--- config.mk ---
export PLATFORM = sky130hd
export DESIGN_NAME = json_xml_char_escaper_unit
export DESIGN_NICKNAME = d
export VERILOG_FILES = /design/src/design/jxesc_pkg.sv /design/src/design/json_xml_char_escaper_unit.sv
export SDC_FILE = /design/constraint.sdc
export NUM_CORES = 1
export LEC_CHECK = 0
export BUFFER_PORTS_ARGS = -buffer_cell sky130_fd_sc_hd__buf_2
export CAP_MARGIN = 30
export CELL_PAD_IN_SITES_DETAIL_PLACEMENT = 2
export CELL_PAD_IN_SITES_GLOBAL_PLACEMENT = 2
export CORE_AREA = 2 2 93 95
export CTS_BUF_LIST = sky130_fd_sc_hd__clkbuf_16
export DETAILED_ROUTE_END_ITERATION = 8
export DIE_AREA = 0 0 95 97
export GPL_ROUTABILITY_DRIVEN = 0
export PLACE_DENSITY_LB_ADDON = 0.2
export SLEW_MARGIN = 20
export SYNTH_ARGS = -nofsm -noshare
export SYNTH_HDL_FRONTEND = slang
export SYNTH_SLANG_ARGS = --single-unit
--- constraint.sdc ---
create_clock -name clk_i -period 5.3 [get_ports clk_i]
set_input_delay 0.795 -clock clk_i [delete_from_list [all_inputs] [get_ports clk_i]]
set_output_delay 0.795 -clock clk_i [all_outputs]
set_load 0.01 [all_outputs]
--- src/design/jxesc_pkg.sv ---
// Package with the mode codes, character constants and escape function of the escaper.
package jxesc_pkg;

  typedef enum logic [1:0] {
    ModeNone = 2'd0,
    ModeXml  = 2'd1,
    ModeJson = 2'd2
  } escmode_e;

  localparam int unsigned UnitW  = 16;
  localparam int unsigned CharW  = 8;
  localparam int unsigned MaxRun = 6;
  localparam int unsigned LenW   = $clog2(MaxRun + 1);
  localparam int unsigned RemW   = $clog2(MaxRun);

  localparam logic [CharW-1:0] CharAmp   = 8'h26;
  localparam logic [CharW-1:0] CharLt    = 8'h3c;
  localparam logic [CharW-1:0] CharGt    = 8'h3e;
  localparam logic [CharW-1:0] CharQuot  = 8'h22;
  localparam logic [CharW-1:0] CharApos  = 8'h27;
  localparam logic [CharW-1:0] CharBslash = 8'h5c;
  localparam logic [CharW-1:0] CharBs    = 8'h08;
  localparam logic [CharW-1:0] CharFf    = 8'h0c;
  localparam logic [CharW-1:0] CharLf    = 8'h0a;
  localparam logic [CharW-1:0] CharCr    = 8'h0d;
  localparam logic [CharW-1:0] CharTab   = 8'h09;

  typedef struct packed {
    logic [UnitW-1:0]                  unit0;
    logic [MaxRun-2:0][CharW-1:0]      rest;
    logic [LenW-1:0]                   len;
  } run_t;

  // Builds a run from a right-justified ASCII string of the given length.
  function automatic run_t text_run(input logic [MaxRun*CharW-1:0] s,
                                    input logic [LenW-1:0] len);
    logic [MaxRun-1:0][CharW-1:0] txt;
    run_t r;
    txt = '0;
    for (int k = 0; k < MaxRun; k++) begin
      if (k < int'(len)) begin
        txt[k] = s[CharW*(int'(len) - 1 - k) +: CharW];
      end
    end
    r.unit0 = {{(UnitW-CharW){1'b0}}, txt[0]};
    r.rest  = txt[MaxRun-1:1];
    r.len   = len;
    return r;
  endfunction

  function automatic logic [CharW-1:0] hex_char(input logic [3:0] n);
    logic [CharW-1:0] c;
    if (n < 4'd10) begin
      c = 8'h30 + {4'h0, n};
    end else begin
      c = 8'h57 + {4'h0, n};
    end
    return c;
  endfunction

  function automatic logic [UnitW-1:0] as_unit(input logic [CharW-1:0] c);
    return {{(UnitW-CharW){1'b0}}, c};
  endfunction

  // Computes the whole escaped run for one code unit.
  function automatic run_t escape_unit(input logic [1:0] mode,
                                       input logic [UnitW-1:0] cu);
    run_t r;
    r.unit0 = cu;
    r.rest  = '0;
    r.len   = LenW'(1);
    if (mode == ModeXml) begin
      unique case (cu)
        as_unit(CharAmp):  r = text_run(48'("&amp;"), LenW'(5));
        as_unit(CharLt):   r = text_run(48'("&lt;"), LenW'(4));
        as_unit(CharGt):   r = text_run(48'("&gt;"), LenW'(4));
        as_unit(CharQuot): r = text_run(48'("&quot;"), LenW'(6));
        as_unit(CharApos): r = text_run(48'("&apos;"), LenW'(6));
        default: ;
      endcase
    end else if (mode == ModeJson) begin
      unique case (cu)
        as_unit(CharQuot):   r = text_run(48'("\\\""), LenW'(2));
        as_unit(CharBslash): r = text_run(48'("\\\\"), LenW'(2));
        as_unit(CharBs):     r = text_run(48'("\\b"), LenW'(2));
        as_unit(CharFf):     r = text_run(48'("\\f"), LenW'(2));
        as_unit(CharLf):     r = text_run(48'("\\n"), LenW'(2));
        as_unit(CharCr):     r = text_run(48'("\\r"), LenW'(2));
        as_unit(CharTab):    r = text_run(48'("\\t"), LenW'(2));
        default: begin
          if (cu[UnitW-1:5] == '0) begin
            r = text_run({32'("\\u00"), hex_char(cu[7:4]), hex_char(cu[3:0])},
                         LenW'(6));
          end
        end
      endcase
    end
    return r;
  endfunction

endpackage

--- src/design/json_xml_char_escaper_unit.sv ---
// Top level of the JSON and XML character escaper.
// A result strobe is registered and follows an accepted transaction in the next cycle.
// Throughput: one input per cycle for plain units; an escaped unit emits a run
// of up to six units, one per cycle from the run buffer, and busy holds off
// the next start until the last unit of the run is on the outputs.
// Reset clears the mode to none and empties the run buffer; the receiver cannot stall.
module json_xml_char_escaper_unit
  import jxesc_pkg::*;
(
  input  logic             clk_i,
  input  logic             rst_ni,
  input  logic             start,
  output logic             busy,
  input  logic [15:0]      code_unit_i,
  output logic [15:0]      out_unit_o,
  output logic             last_of_run_o,
  output logic             out_strobe_o,
  input  logic             cfg_valid_i,
  output logic             cfg_ready_o,
  input  logic [1:0]       cfg_data_i
);

  logic [1:0]                   mode_q;
  logic [UnitW-1:0]             unit_q, unit_d;
  logic                         last_q, last_d;
  logic                         strobe_q, strobe_d;
  logic [MaxRun-2:0][CharW-1:0] rest_q, rest_d;
  logic [RemW-1:0]              rem_q, rem_d;
  logic                         accept;
  run_t                         run;

  assign cfg_ready_o = 1'b1;
  assign busy        = (rem_q != '0);
  assign accept      = start && !busy;
  assign run         = escape_unit(mode_q, code_unit_i);

  always_comb begin
    unit_d   = unit_q;
    last_d   = last_q;
    strobe_d = 1'b0;
    rest_d   = rest_q;
    rem_d    = rem_q;
    if (busy) begin
      unit_d   = as_unit(rest_q[0]);
      last_d   = (rem_q == RemW'(1));
      strobe_d = 1'b1;
      rest_d   = {{CharW{1'b0}}, rest_q[MaxRun-2:1]};
      rem_d    = rem_q - RemW'(1);
    end else if (accept) begin
      unit_d   = run.unit0;
      last_d   = (run.len == LenW'(1));
      strobe_d = 1'b1;
      rest_d   = run.rest;
      rem_d    = RemW'(run.len - LenW'(1));
    end
  end

  always_ff @(posedge clk_i or negedge rst_ni) begin
    if (!rst_ni) begin
      mode_q   <= ModeNone;
      strobe_q <= 1'b0;
      rem_q    <= '0;
    end else begin
      strobe_q <= strobe_d;
      rem_q    <= rem_d;
      if (cfg_valid_i && cfg_ready_o) begin
        mode_q <= cfg_data_i;
      end
    end
  end

  always_ff @(posedge clk_i) begin
    unit_q <= unit_d;
    last_q <= last_d;
    rest_q <= rest_d;
  end

  assign out_unit_o    = unit_q;
  assign last_of_run_o = last_q;
  assign out_strobe_o  = strobe_q;

`ifndef SYNTH
  a_accept_strobe: assert property (@(posedge clk_i) disable iff (!rst_ni)
    (start && !busy) |=> out_strobe_o)
    else $error("Accepted transaction produced no result strobe.");

  a_busy_strobe: assert property (@(posedge clk_i) disable iff (!rst_ni)
    busy |=> out_strobe_o)
    else $error("Pending run unit was not emitted.");

  a_last_idle: assert property (@(posedge clk_i) disable iff (!rst_ni)
    (out_strobe_o && last_of_run_o) |-> !busy)
    else $error("Run ended while units were still pending.");

  a_mid_busy: assert property (@(posedge clk_i) disable iff (!rst_ni)
    (out_strobe_o && !last_of_run_o) |-> busy)
    else $error("Unfinished run left no pending units.");
`endif

endmodule
; Word-level counts from Yosys, hierarchy flattened
; Cells that the tools add are included.
[classes]
add_sub_neg = 6
magnitude_cmp = 2
eq_ne = 15
muxes = 17
n_reduce_logical = 5
[ops]
columns = op, count
row1 = $pmux W59 S7, 1
row2 = $pmux W59 S5, 1
row3 = $mux W59, 3
row4 = $eq A16 B4 Y1 const B, 5
row5 = $eq A16 B6 Y1 const B, 5
row6 = $mux W32, 2
row7 = $mux W8, 4
row8 = $add A7 B4 Y8 const A, 2
row9 = $eq A16 B7 Y1 const B, 1
row10 = $add A6 B4 Y7 const A, 2
row11 = $logic_not A11 Y1, 1
row12 = $lt A4 B4 Y1 const B, 2
row13 = $eq A3 B1 Y1 const B, 2
row14 = $mux W3, 2
row15 = $sub A3 B1 Y3 const B, 2
row16 = $mux W1, 4
row17 = $reduce_bool A3 Y1, 1
row18 = $eq A2 B1 Y1 const B, 1
row19 = $eq A2 B2 Y1 const B, 1
row20 = $reduce_bool A2 Y1, 1
row21 = $logic_and A1 B1 Y1, 1
row22 = $logic_not A1 Y1, 1
[totals]
reg_bits = 63
inputBits = 22
output_inout_bits = 20
wordCells = 56

; Logic depth before layout (Yosys ltp)
; Gate-level depths: netlist of run 1.
[logic_depth]
ltp_word = 9
mapped_depth = 11
depth_no_buf = 11

; Worst setup path before layout of run 1
; No wires, ideal clock.
[synth_timing]
kind = input to register
startpoint = input code_unit_i[1]
endpoint = register last_q (netlist: last_of_run_o) (data pin)
setup_ns = 0.257
arrival_ns = 2.512
slack_ns = 2.531
stages = 9
cell_sequence = inv_1 ha_1 and4_1 nand2_1 o211a_4 or2_1 and2_1 ha_1 a32o_1
[synth_via]
elab_chain_cells = 7
elab_cells_between_ends = 18
classes_between = eq/ne: 12 / mux: 6
[synth_lines]
columns = item, line
row1 = start: declaration, json_xml_char_escaper_unit.sv:14  ; input logic [15:0] code_unit_i,
row2 = "$eq A16 B4 Y1, or another cell as far along", jxesc_pkg.sv:82  ; unique case (cu)
row3 = $pmux W59 S7, jxesc_pkg.sv:82
row4 = $mux W59, jxesc_pkg.sv:81  ; end else if (mode == ModeJson) begin
row5 = $mux W59 (*), jxesc_pkg.sv:72  ; if (mode == ModeXml) begin
row6 = $eq A3 B1 Y1 (*), json_xml_char_escaper_unit.sv:51  ; last_d = (run.len == LenW'(1));
row7 = $mux W1 (*), json_xml_char_escaper_unit.sv:49  ; end else if (accept) begin
row8 = $mux W1 (*), json_xml_char_escaper_unit.sv:43  ; if (busy) begin
row9 = net last_d, json_xml_char_escaper_unit.sv:25  ; logic last_q, last_d;
row10 = end signal: assignment, json_xml_char_escaper_unit.sv:74  ; last_q <= last_d;
row11 = end: declaration, json_xml_char_escaper_unit.sv:25
; The timed path passes the listed nets; every way through them passes the cells marked *. The select of a mux whose other input is x is not followed.
; A chain may end at the register's enable or synchronous reset.

; Final worst setup path of run 1
[layout_timing]
startpoint = input code_unit_i[0]
endpoint = register rem_q[2]
[layout_via]
elab_chain_cells = 7
elab_cells_between_ends = 18
classes_between = add/sub: 1 / eq/ne: 11 / mux: 6
[layout_lines]
columns = item, line
row1 = "$eq A16 B4 Y1, or another cell as far along", jxesc_pkg.sv:82
row2 = $pmux W59 S7, jxesc_pkg.sv:82
row3 = $mux W59, jxesc_pkg.sv:81
row4 = $mux W59 (*), jxesc_pkg.sv:72
row5 = $sub A3 B1 Y3 (*), json_xml_char_escaper_unit.sv:54  ; rem_d = RemW'(run.len - LenW'(1));
row6 = $mux W3 (*), json_xml_char_escaper_unit.sv:49
row7 = $mux W3 (*), json_xml_char_escaper_unit.sv:43
row8 = end signal: assignment, json_xml_char_escaper_unit.sv:65  ; rem_q <= rem_d;
row9 = end: declaration, json_xml_char_escaper_unit.sv:28  ; logic [RemW-1:0] rem_q, rem_d;
; Mark *: on every way between the ends. The rest lies on a longest branch, timed or not. The select of a mux whose other input is x is not followed.

==> results of run 1 <==
-- power groups by stage --
stage	logic [mW]	registers [mW]	clock network (mW)
2_1_floorplan	0.312	0.744	0
3_3_place_gp	0.479	0.731	0
3_5_place_dp	0.495	0.738	0
4_1_cts	0.504	0.731	0.558
5_1_grt	0.560	0.745	0.575
6_report	0.499	0.729	0.547
-- flip-flops by register name, summed over array words and instances, names as in the netlist --
name,count
rem_q,3
out_strobe_o,1
last_of_run_o,1
out_unit_o,16
rest_q,35
mode_q,2
-- logic make-up after synthesis --
logic type | count (synthesis) | synth area share [%]
AND/OR/NAND/NOR | 121 | 21.1
AO/OA/AOI/OAI | 86 | 18.7
flip-flops | 58 | 48.6
buffers and inverters | 28 | 4.13
adder cells (fa/ha/maj) | 14 | 5.45
multiplexers | 4 | 1.36
XOR/XNOR | 2 | 0.545
other | 1 | 0.117
-- cell usage after synthesis (6+ instances only) --
cell type   n  area (um2)
a31oi_1     7        43.8
edfxtp_1   37        1110
nand3_1     6        30.0
nor2_1     37         139
inv_1       9        33.8
ha_1       14         175
nand2_1    34         128
dfrtp_1     6         150
dfxtp_1    15         300
o22ai_1     6        37.5
o21ai_0    20         100
a21oi_1    23         115
clkbuf_1   12        45.0
nand2b_1    6        37.5
-- worst max-delay path, delay by kind of cell --
family | cells | cell delay [ns]
simple gates | 4 | 1.10
fa+ha+maj | 2 | 0.59
buf+inv | 3 | 0.35
compound gates | 3 | 0.58
-- metal layers --
layer	wire, um	vias up	GRT usage [%]
met5	0	-	0
met4	208	0	7.69
met3	276	16	4.75
met2	4660	51	36.4
met1	4260	1281	28.6
li1	-	1225	-
-- cell type report --
cell class	count	area (um2)	area share, %
Tap cell	105	131	3.51
Timing Repair Buffer	42	215	5.74
Sequential cell	58	1560	41.7
Multi-Input combinational cell	228	1520	40.6
Inverter	10	37.5	1.00
Clock inverter	7	53.8	1.44
Clock buffer	9	225	6.01
-- final timing paths --
kind | startpoint | end | cells after the start
min in group clk_i | out_unit_o[13] | out_unit_o[13] | 1
max | code_unit_i[0] | rem_q[2] | 12
max in group asynchronous | rst_ni | rem_q[1] | 1
max reg2reg | rem_q[0] | rest_q[27] | 9
min reg2reg | out_unit_o[13] | out_unit_o[13] | 1
min | rst_ni | mode_q[0] | 1
-- cells in the final DEF, fill, tap and decap left out, drive strengths merged, types with 3 or more instances in the layout --
master  instances
a211oi          3
a21oi          23
a31oi           7
a32o            4
and2            4
and3            3
buf            42
clkbuf          9
clkinv          3
dfrtp           6
dfxtp          15
edfxtp         37
ha             14
inv            13
mux2            3
nand2          34
nand2b          6
nand3           6
nand4           5
nor2           38
nor2b           4
nor3            4
nor4            3
o211ai          4
o21ai          21
o22ai           6
or2             3
-- metrics by stage --
step                      hold slack [ns]  setup WS [ns]  power (mW)
after floorplan                     0.446           2.53        1.06
after global placement              0.448           2.00        1.21
final                               0.291           2.12        1.77
after detailed placement            0.454           1.85        1.23
after global routing                0.293           1.94        1.88
after CTS                           0.289           2.15        1.79
==> impl_metrics.json, run 1 <==
{
  "vias": 2573,
  "syn_avg_cell_area_um2": 10.2,
  "synth_ff_type": "edfxtp_1",
  "switching_power_mw": 0.575,
  "antenna_left": 0,
  "slowest_delay_ns": 0.45,
  "drtIter0Drc": 147,
  "ys_seq_elements": 58,
  "fin_crit_ns": 3.18,
  "cp_data_arrival_time_ns": 3.43,
  "die-height_um": 97,
  "cts_root_buf": "clkbuf_16",
  "clkSlewWorstSetupHoldPaths_ns": 0.05,
  "clock_latency_ns": 0.33,
  "worstPathMaxFanout": 12,
  "rows": 33,
  "swShare_pct": 32.4,
  "grt_use_total_pct": 22.1,
  "routed_via_density": 5.61,
  "antenna_cells": 0,
  "setup_violations": 0,
  "relSlewSlack_pct": 39.2,
  "status": "complete, no violations",
  "max_cap_violations": 0,
  "p_per_area_nw_per_um2": 474,
  "path_cells": "buf_2 -> inv_1 -> ha_1 -> nor2b_2 -> nor3_1 -> o211a_4 -> a2bb2oi_1 -> inv_1 -> ha_1 -> nand3_1 -> or4_4 -> o211ai_2",
  "antenna_found_initial": 0,
  "p_seq_share_pct": 41.1,
  "dp_cells": 443,
  "avgRoutedWirePerCell_um": 20.5,
  "slew_violations": 0,
  "dpl_cell_area_um2": 3470,
  "core_area_um2": 8130,
  "nFillCells": 880,
  "cp-start-kind": "input port",
  "crit_type": "in -> reg",
  "yosysWarnings": 0,
  "ff2ff_setup_slack_ns": 2.57,
  "nNetsFinal": 385,
  "ys_seq_area_share_pct": 48.6,
  "drt_first_pass_iters": 4,
  "overflow": 0,
  "required_ns": 5.55,
  "ctsResizeCount": 0,
  "cts_max_level": 3,
  "critPathSlowestCell": "or4_4",
  "hold_buffers": 0,
  "finalNonFillerCells": 459,
  "grt_pass1_vias": 2750,
  "final_util_pct": 46.1,
  "cts_setup_buffers": 0,
  "finalCritPeriodShare_pct": 60.0,
  "area_delta_synth_final_pct": 16.6,
  "clock_sinks": 58,
  "tightestPinTransition_ns": 0.909,
  "grt_pass1_wl_um": 15400,
  "fin_setup_tns_ns": 0,
  "rsz0062_at_grt": "false",
  "end_kind": "register",
  "wirelength_um": 9410,
  "fmax_mhz": 314,
  "syn_inst": 314,
  "comb_power_share_pct": 28.1,
  "dieArea_um2": 9220,
  "port_buffers": 40,
  "synth_area_um2": 3210,
  "initial_core_util_pct": 39.5,
  "vdd_drop_max_mv": 0.397,
  "syn-num-nets": 350,
  "pwr-share-clk_pct": 30.8,
  "p_int_mw": 1.20,
  "die_x_um": 95,
  "synth_cell_types": 65,
  "leakage_nw": 1.47,
  "synth_edf_count": 37,
  "io_pins": 42,
  "drc": 0,
  "finalInstanceArea_um2": 3750,
  "hp-class": "in -> async",
  "cts-buffers-inserted": 9,
  "hold_viol_final": 0,
  "drive_above_1_share_pct": 21.2,
  "grt_max_degree": 43,
  "dp_hpwl_um": 6610,
  "finClkSkew_ns": 0.00690,
  "clockBufferDepth": 2,
  "async_flop_share_pct": 10.3,
  "cts_tree": "yes"
}
(Power assumes the default switching activity.)
==> run 2, diff against run 1 <==
- CORE_AREA: 2 2 93 95 -> 2 2 97 99
- DIE_AREA: 0 0 95 97 -> 0 0 99 101
- clock period: 5.3 -> 3.2 ns (I/O delays scaled with it)
==> run 2 against run 1 <==
  * Critical path depth is 5 lower
  * Utilization is 3.3 points lower
  * Non-clock buffer count is 8 higher
  * Largest power group unchanged
==> impl_metrics.json, run 2 (same netlist as run 1, synthesis figures left out) <==
{
  "cts_root_buf": "clkbuf_16",
  "finalCritPeriodShare_pct": 80.6,
  "status": "complete, no violations",
  "grt_max_degree": 37,
  "fmax_mhz": 388,
  "nNetsFinal": 393,
  "avgRoutedWirePerCell_um": 21.1,
  "switching_power_mw": 1.04,
  "wirelength_um": 10000,
  "final_common_cell": "buf_2",
  "crit_top_cell": "inv_1",
  "fin_crit_ns": 2.58,
  "fin_setup_tns_ns": 0,
  "total_power_mw": 3.07,
  "p_seq_share_pct": 39.3,
  "dp_hpwl_um": 7160,
  "critPathSlowestCell": "nor2_2",
  "p_per_area_nw_per_um2": 800,
  "die-height_um": 101,
  "rows": 35,
  "antenna_found_initial": 0,
  "leakage_nw": 1.50,
  "cts_tree": "yes",
  "clock_sinks": 58,
  "dieArea_um2": 10000,
  "drt_first_pass_iters": 4,
  "hold_viol_final": 0,
  "cp_data_arrival_time_ns": 2.10,
  "largest_reg_flops": 35,
  "finClkSkew_ns": 0.0100,
  "cts-buffers-inserted": 9,
  "grt_pass1_wl_um": 15700,
  "end_kind": "primary output",
  "crit_type": "reg -> out",
  "vias": 2632,
  "slowest_delay_ns": 0.47,
  "io_pins": 42,
  "area_delta_synth_final_pct": 19.5,
  "path_cells": "inv_1 -> ha_1 -> inv_1 -> nor2_2 -> inv_2 -> buf_4 -> buf_2",
  "tightestPinTransition_ns": 0.626,
  "top_register": "rest_q",
  "clkSlewWorstSetupHoldPaths_ns": 0.06,
  "slew_violations": 0,
  "overflow": 0,
  "core_area_um2": 8980,
  "rsz0062_at_grt": "false",
  "worstPathMaxFanout": 36,
  "swShare_pct": 33.7,
  "grt_use_total_pct": 21.0,
  "antenna_cells": 0,
  "required_ns": 2.72,
  "drc": 0,
  "relSlewSlack_pct": 58.2,
  "setup_violations": 0,
  "pwr-share-clk_pct": 31.6,
  "ctsResizeCount": 0,
  "drive_above_1_share_pct": 24.0,
  "antenna_left": 0,
  "hp-class": "in -> reg",
  "hold_ws_ns": 0.392,
  "cts_max_level": 3,
  "grt_pass1_vias": 2807,
  "drtIter0Drc": 130,
  "comb_power_share_pct": 29.1,
  "max_cap_violations": 0,
  "routed_via_density": 5.56,
  "clockBufferDepth": 2,
  "p_int_mw": 2.04,
  "die_x_um": 99,
  "nFillCells": 959,
  "initial_core_util_pct": 35.8,
  "port_buffers": 40,
  "clock_latency_ns": 0.33,
  "vdd_drop_max_mv": 0.434,
  "final_cell_mix": "buf_2 (40), edfxtp_1 (37), nor2_1 (36)",
  "cp-start-kind": "register"
}
[run 2: power by group through the flow]
stage          clock network (mW)  registers [mW]  logic, mW
2_1_floorplan                   0            1.23      0.516
3_3_place_gp                    0            1.21      0.862
3_5_place_dp                    0            1.22      0.904
4_1_cts                     0.987            1.21      0.913
5_1_grt                      1.01            1.23      0.994
6_report                    0.972            1.21      0.894
[run 2: critical path: cells and delay by family (launching register included)]
kind                     cells  cell delay, ns
adder cells (fa/ha/maj)      1            0.17
buffers and inverters        5            0.68
AND/OR/NAND/NOR              1            0.47
flip-flops                   1            0.42
[run 2: path summary, 6_finish.rpt]
check / slack, ns / depth (start not counted) / endpoint / from
min in group asynchronous: 0.50 / 2 / mode_q[1] / rst_ni
max reg2reg: 0.70 / 8 / rem_q[1] / mode_q[1]
min: 0.39 / 2 / mode_q[0] / cfg_data_i[0]
min reg2reg: 0.47 / 1 / out_unit_o[15] / out_unit_o[15]
max in group asynchronous: 2.55 / 2 / mode_q[0] / rst_ni
max: 0.62 / 7 / busy / rem_q[0]
[run 2: what timing repair did]
action                                 CTS  global route
hold buffers                             1             0
buffers inserted                         0             0
endpoints found under the hold margin    6             0
[run 2: cell type report]
cell class                 instances  area, um2  share of cell area, %
sequential                        58       1560                   40.7
clock inverter                     7       76.3                   1.99
inverter                          10       37.5                  0.978
timing repair buffer              50        278                   7.23
multi-input combinational        228       1520                   39.7
clock buffer                       9        225                   5.87
tap                              111        139                   3.62
[run 2: per-layer routing]
layer	vias to the layer above	global-route usage [%]	wire length, um
li1	1240	-	-
met1	1328	26.0	4320
met2	49	36.6	5150
met3	15	3.19	308
met4	0	8.85	225
met5	-	0	0
[run 2: stage by stage]
step	setup slack, ns	util (%)	instance area (um2)	std cells
after CTS	0.579	42.8	3840	473
after detailed placement	0.350	39.3	3530	456
after floorplan	0.746	-	3210	314
after global routing	0.469	42.8	3840	473
final	0.619	42.8	3840	473
after global placement	0.425	39.3	3530	456
